===== src/rtl/two_pkg.sv =====
// ----------------------------------------------------------------------------
// two_pkg: shared constants and helpers for tracking wheel odometry
// CORDIC step count, arctangent table, fixed point constants and saturation.
// ----------------------------------------------------------------------------
package two_pkg;

  localparam int CORDIC_STEPS = 16;
  localparam int STEP_W = 5;

  localparam logic signed [33:0] CORDIC_GAIN_Q30 = 34'sd652032874;
  localparam logic [31:0] INV_PI_Q32 = 32'd1367130551;
  localparam logic [15:0] CENTIDEG_TURN = 16'd36000;

  // ((36000 - h) * 65536 + 18000) / 36000 == ((36000 - h) * 2048 + 562) / 1125,
  // the division done as a multiply by ceil(2^38 / 1125), exact below 2^27
  localparam logic [26:0] ANG_BIAS = 27'd562;
  localparam logic [27:0] ANG_RECIP = 28'd244335918;
  localparam int ANG_SHIFT = 38;

  localparam logic [1:0] REG_DIST_PER_DEG = 2'd0;
  localparam logic [1:0] REG_FWD_OFFSET = 2'd1;
  localparam logic [1:0] REG_SIDE_OFFSET = 2'd2;

  typedef logic signed [67:0] wide_t;

  // arctangent of 2^-i in 2^-32 turns
  function automatic logic [31:0] atan_turns(input logic [STEP_W-1:0] i);
    logic [31:0] v;
    case (i)
      5'd0: v = 32'd536870912;
      5'd1: v = 32'd316933406;
      5'd2: v = 32'd167458907;
      5'd3: v = 32'd85004756;
      5'd4: v = 32'd42667331;
      5'd5: v = 32'd21354465;
      5'd6: v = 32'd10679838;
      5'd7: v = 32'd5340245;
      5'd8: v = 32'd2670163;
      5'd9: v = 32'd1335087;
      5'd10: v = 32'd667544;
      5'd11: v = 32'd333772;
      5'd12: v = 32'd166886;
      5'd13: v = 32'd83443;
      5'd14: v = 32'd41722;
      5'd15: v = 32'd20861;
      5'd16: v = 32'd10430;
      5'd17: v = 32'd5215;
      5'd18: v = 32'd2608;
      5'd19: v = 32'd1304;
      5'd20: v = 32'd652;
      5'd21: v = 32'd326;
      5'd22: v = 32'd163;
      5'd23: v = 32'd81;
      default: v = 32'd0;
    endcase
    return v;
  endfunction

  function automatic logic signed [31:0] sat32(input wide_t v);
    logic signed [31:0] r;
    if (v > wide_t'(32'sh7fffffff)) r = 32'sh7fffffff;
    else if (v < wide_t'(-33'sh80000000)) r = 32'sh80000000;
    else r = v[31:0];
    return r;
  endfunction

endpackage


===== src/rtl/two_divider.sv =====
// ----------------------------------------------------------------------------
// two_divider: radix-2 restoring divider
// 64-bit unsigned dividend by a nonzero 32-bit divisor, one bit per cycle.
// ----------------------------------------------------------------------------
module two_divider (
  input  logic        clk,
  input  logic        rst,
  input  logic        start,
  input  logic [63:0] dividend,
  input  logic [31:0] divisor,
  output logic        busy,
  output logic        done,
  output logic [63:0] quotient
);
  import two_pkg::*;

  logic [31:0] rem;
  logic [31:0] dsr;
  logic [5:0]  count;
  logic [32:0] trial;
  logic        fits;

  assign trial = {rem, quotient[63]};
  assign fits = trial >= {1'b0, dsr};

  always_ff @(posedge clk) begin
    if (rst) begin
      busy <= 1'b0;
      done <= 1'b0;
    end else begin
      done <= 1'b0;
      if (start) begin
        quotient <= dividend;
        dsr <= divisor;
        rem <= '0;
        count <= '0;
        busy <= 1'b1;
      end else if (busy) begin
        rem <= fits ? 32'(trial - {1'b0, dsr}) : trial[31:0];
        quotient <= {quotient[62:0], fits};
        count <= count + 1'b1;
        if (count == 6'd63) begin
          busy <= 1'b0;
          done <= 1'b1;
        end
      end
    end
  end

endmodule

===== config.mk =====
export PLATFORM = sky130hd
export DESIGN_NAME = two_divider
export DESIGN_NICKNAME = d
export VERILOG_FILES = /design/src/rtl/two_pkg.sv /design/src/rtl/two_divider.sv
export SDC_FILE = /design/constraint.sdc
export NUM_CORES = 1
export LEC_CHECK = 0
export BUFFER_PORTS_ARGS = -buffer_cell sky130_fd_sc_hd__buf_2
export CAP_MARGIN = 10
export CORE_ASPECT_RATIO = 1.75
export CORE_MARGIN = 2
export CORE_UTILIZATION = 40
export CTS_CLUSTER_DIAMETER = 80
export DETAILED_ROUTE_END_ITERATION = 12
export PLACE_DENSITY = 0.69
export SYNTH_ARGS = -nofsm -noshare
export SYNTH_HDL_FRONTEND = slang
export SYNTH_SLANG_ARGS = --single-unit

===== constraint.sdc =====
create_clock -name clk -period 6.8 [get_ports clk]
set_input_delay 1.02 -clock clk [delete_from_list [all_inputs] [get_ports clk]]
set_output_delay 1.02 -clock clk [all_outputs]
set_load 0.1 [all_outputs]

==> impl_results.md <==
* Die area at 20250 um^2
* Syn Inst Count at 655
* Asr flop ratio synth at 0
* GP Congestion at 0.8559
* Post-CTS Setup Inserts at 0
* VDD IR max at 0.2077 mV
* Num CTS Buffers at 17
* Nets at 944
* Final WL at 19100 um
* WL/cell at 17.98 um
* Post-synthesis sequential area ratio at 0.5325
* Initial DRC Count at 387
* Syn_area_per_cell at 11.65 um^2
* Initial antenna violation count at 0
* Diodes inserted at 0
* Pleak at 3.707 nW
* Final Hold Fails at 0
* Final instance area at 9181 um^2
* PwrDens at 282.2 nW/um^2
* Die X at 108.4 um
* Max Clk Rate at 280.9 MHz
* CP max stage cell: a211o_2
* CP required at 6.97 ns
* Post-synth top flop: edfxtp_1
* DR pass1 iterations at 5
* Nature of the critical path endpoint: flip-flop
* Post-synth EDFFs at 134
* Critical path class: reg -> reg
* Fin crit period at 3.561 ns
* H-tree level count at 4
* HPWL after detailed placement at 13810 um
* Delay-heaviest family, CP: compound AO/OA/AOI/OAI gates
* Total power at 2.591 mW
* Slew margin rel. at 0.2929
* DP Area at 8658 um^2
* Biggest area consumer among synthesized cells: edfxtp_1
* FF+latch count, synth at 136
* Worst Tran Pin Value at 1.061 ns
* Synth cell types at 65
* Synth top area share at 0.5272
* Rows at 66
* Synthesized Nets at 788
* Type of origin of the critical path: flip-flop
* Share of layout cells above drive strength 1 at 0.3325
* Fin. max-slew vios at 0
* DP Cell Count at 1030
* Routed Antenna Nets at 0
* WP data arrival at 3.73 ns
* Vias at 5933
* R2R setup slack at 3.24 ns
* Worst hold path type: reg -> reg
* Largest net degree at the start of global routing at 84
* I/O pins at 165
* Non-Filler Instances at 1062
* Hold buffer count at cts at 0
* Count leader, synth: edfxtp_1
* Die Y at 186.7 um
* Starting density of the core at 0.4090
* Clock-pin transition on the worst setup and hold timing paths at 0.06 ns
* Worst-skew pair later-pin latency at 0.41 ns
* Final setup TNS at 0 ns
* Clock skew at 0.005078 ns
* Fillers at 1777
* Core ar. at 18660 um^2
* List of most frequent post-synthesis cells: 134 x edfxtp_1, 64 x mux2_2, 54 x a21oi_1
* Root Buffer: clkbuf_16
* Ranking of synthesized cells by area: edfxtp_1 53%, mux2_2 9.4%, ha_1 5.4%
* Final setup viols at 0
* Critical path fanouts, max at 25
* Synth Warn # at 0
* Post-Syn Area at 7632 um^2
* Remaining design rule violation count at 0
* Period utilisation layout at 0.5236
* Worst Path Buf+Inv at 0
* Slowest stage delay, CP at 0.54 ns
* GRT overflow at 0
* # port buffers at 164
* Vias in the first global route at 6199
* Vias per Instance at 5.587
* Layout area overhead at 20.30%
* Critical Path, Cell by Cell: ha_1 > a21o_1 > a31oi_1 > a21oi_1 > o2111a_1 > o21bai_2 > a211o_2 > nand2_1 > mux2_2
* Max Buffers Root-to-Sink at 2
* Status: finished clean
* CTS tree: yes
* First-pass GRT wire length at 30570 um
* # Max-Cap Violations at 0
* RSZ-0062 raised after global routing: false
* Post-CTS sizing at 0
* Clock Sinks at 136
* Global Route Usage Sum at 0.1939
[cells in the final DEF, fill, tap and decap left out, types with 6 or more instances in the layout]
cell type,count
clkbuf_16,17
and3_1,7
a21oi_1,54
a21o_1,14
o21ai_0,30
nor2_1,27
inv_1,41
nand2_1,33
edfxtp_1,134
nand3_1,40
xor2_1,8
mux2_2,64
ha_1,33
a211oi_1,14
buf_2,163
xnor2_1,16
nand4_1,6
nor3_1,11
a31oi_1,7
[kinds of logic after synthesis]
| family | synth area share |
|---|---|
| mux | 0.09443 |
| fa+ha+maj | 0.05672 |
| compound gates | 0.1439 |
| flops | 0.5325 |
| buf+inv | 0.03951 |
| xor+xnor | 0.02754 |
| simple gates | 0.1054 |
[metrics by stage]
stage / hold slack [ns] / utilization / setup WS [ns]
after floorplan: 0.5626 / - / 0.2642
after global placement: 0.5264 / 0.4639 / 3.207
after detailed placement: 0.5339 / 0.4639 / 3.186
after CTS: 0.5415 / 0.4920 / 3.300
after global routing: 0.5596 / 0.4920 / 3.075
final: 0.5531 / 0.4920 / 3.239
[final timing paths]
path | from | to | depth (start not counted)
min reg2reg | busy | done | 1
max reg2reg | rem[3] | quotient[0] | 9
min | busy | done | 1
max | rem[3] | quotient[0] | 9
[report_power, final]
part | internal, mW | switching, mW
combinational | 0.225 | 0.491
clock | 0.495 | 0.339
sequential | 1.01 | 0.0323
total | 1.73 | 0.862
[layer usage]
layer  part of all wire  global-route usage  vias up
li1                   -                   -     2806
met1               0.37              0.2094     2826
met2               0.53              0.3385      243
met3              0.059             0.05309       58
met4              0.043              0.1001        0
met5                  0                   0        -
[cell type report]
class	count	area, um^2	share of cell area
Multi-Input combinational cell	445	3282	0.3575
Clock inverter	11	82.58	0.008994
Timing Repair Buffer	168	853.3	0.09294
Sequential cell	136	4064	0.4426
Inverter	43	161.4	0.01758
Tap cell	238	297.8	0.03243
Clock buffer	21	440.4	0.04797
[flip-flops by register name (all words and copies together) (netlist names)]
| name | flops |
|---|---|
| rem | 32 |
| busy | 1 |
| done | 1 |
| count | 6 |
| quotient | 64 |
| dsr | 32 |
No activity file was read; power rests on OpenSTA's default activity.
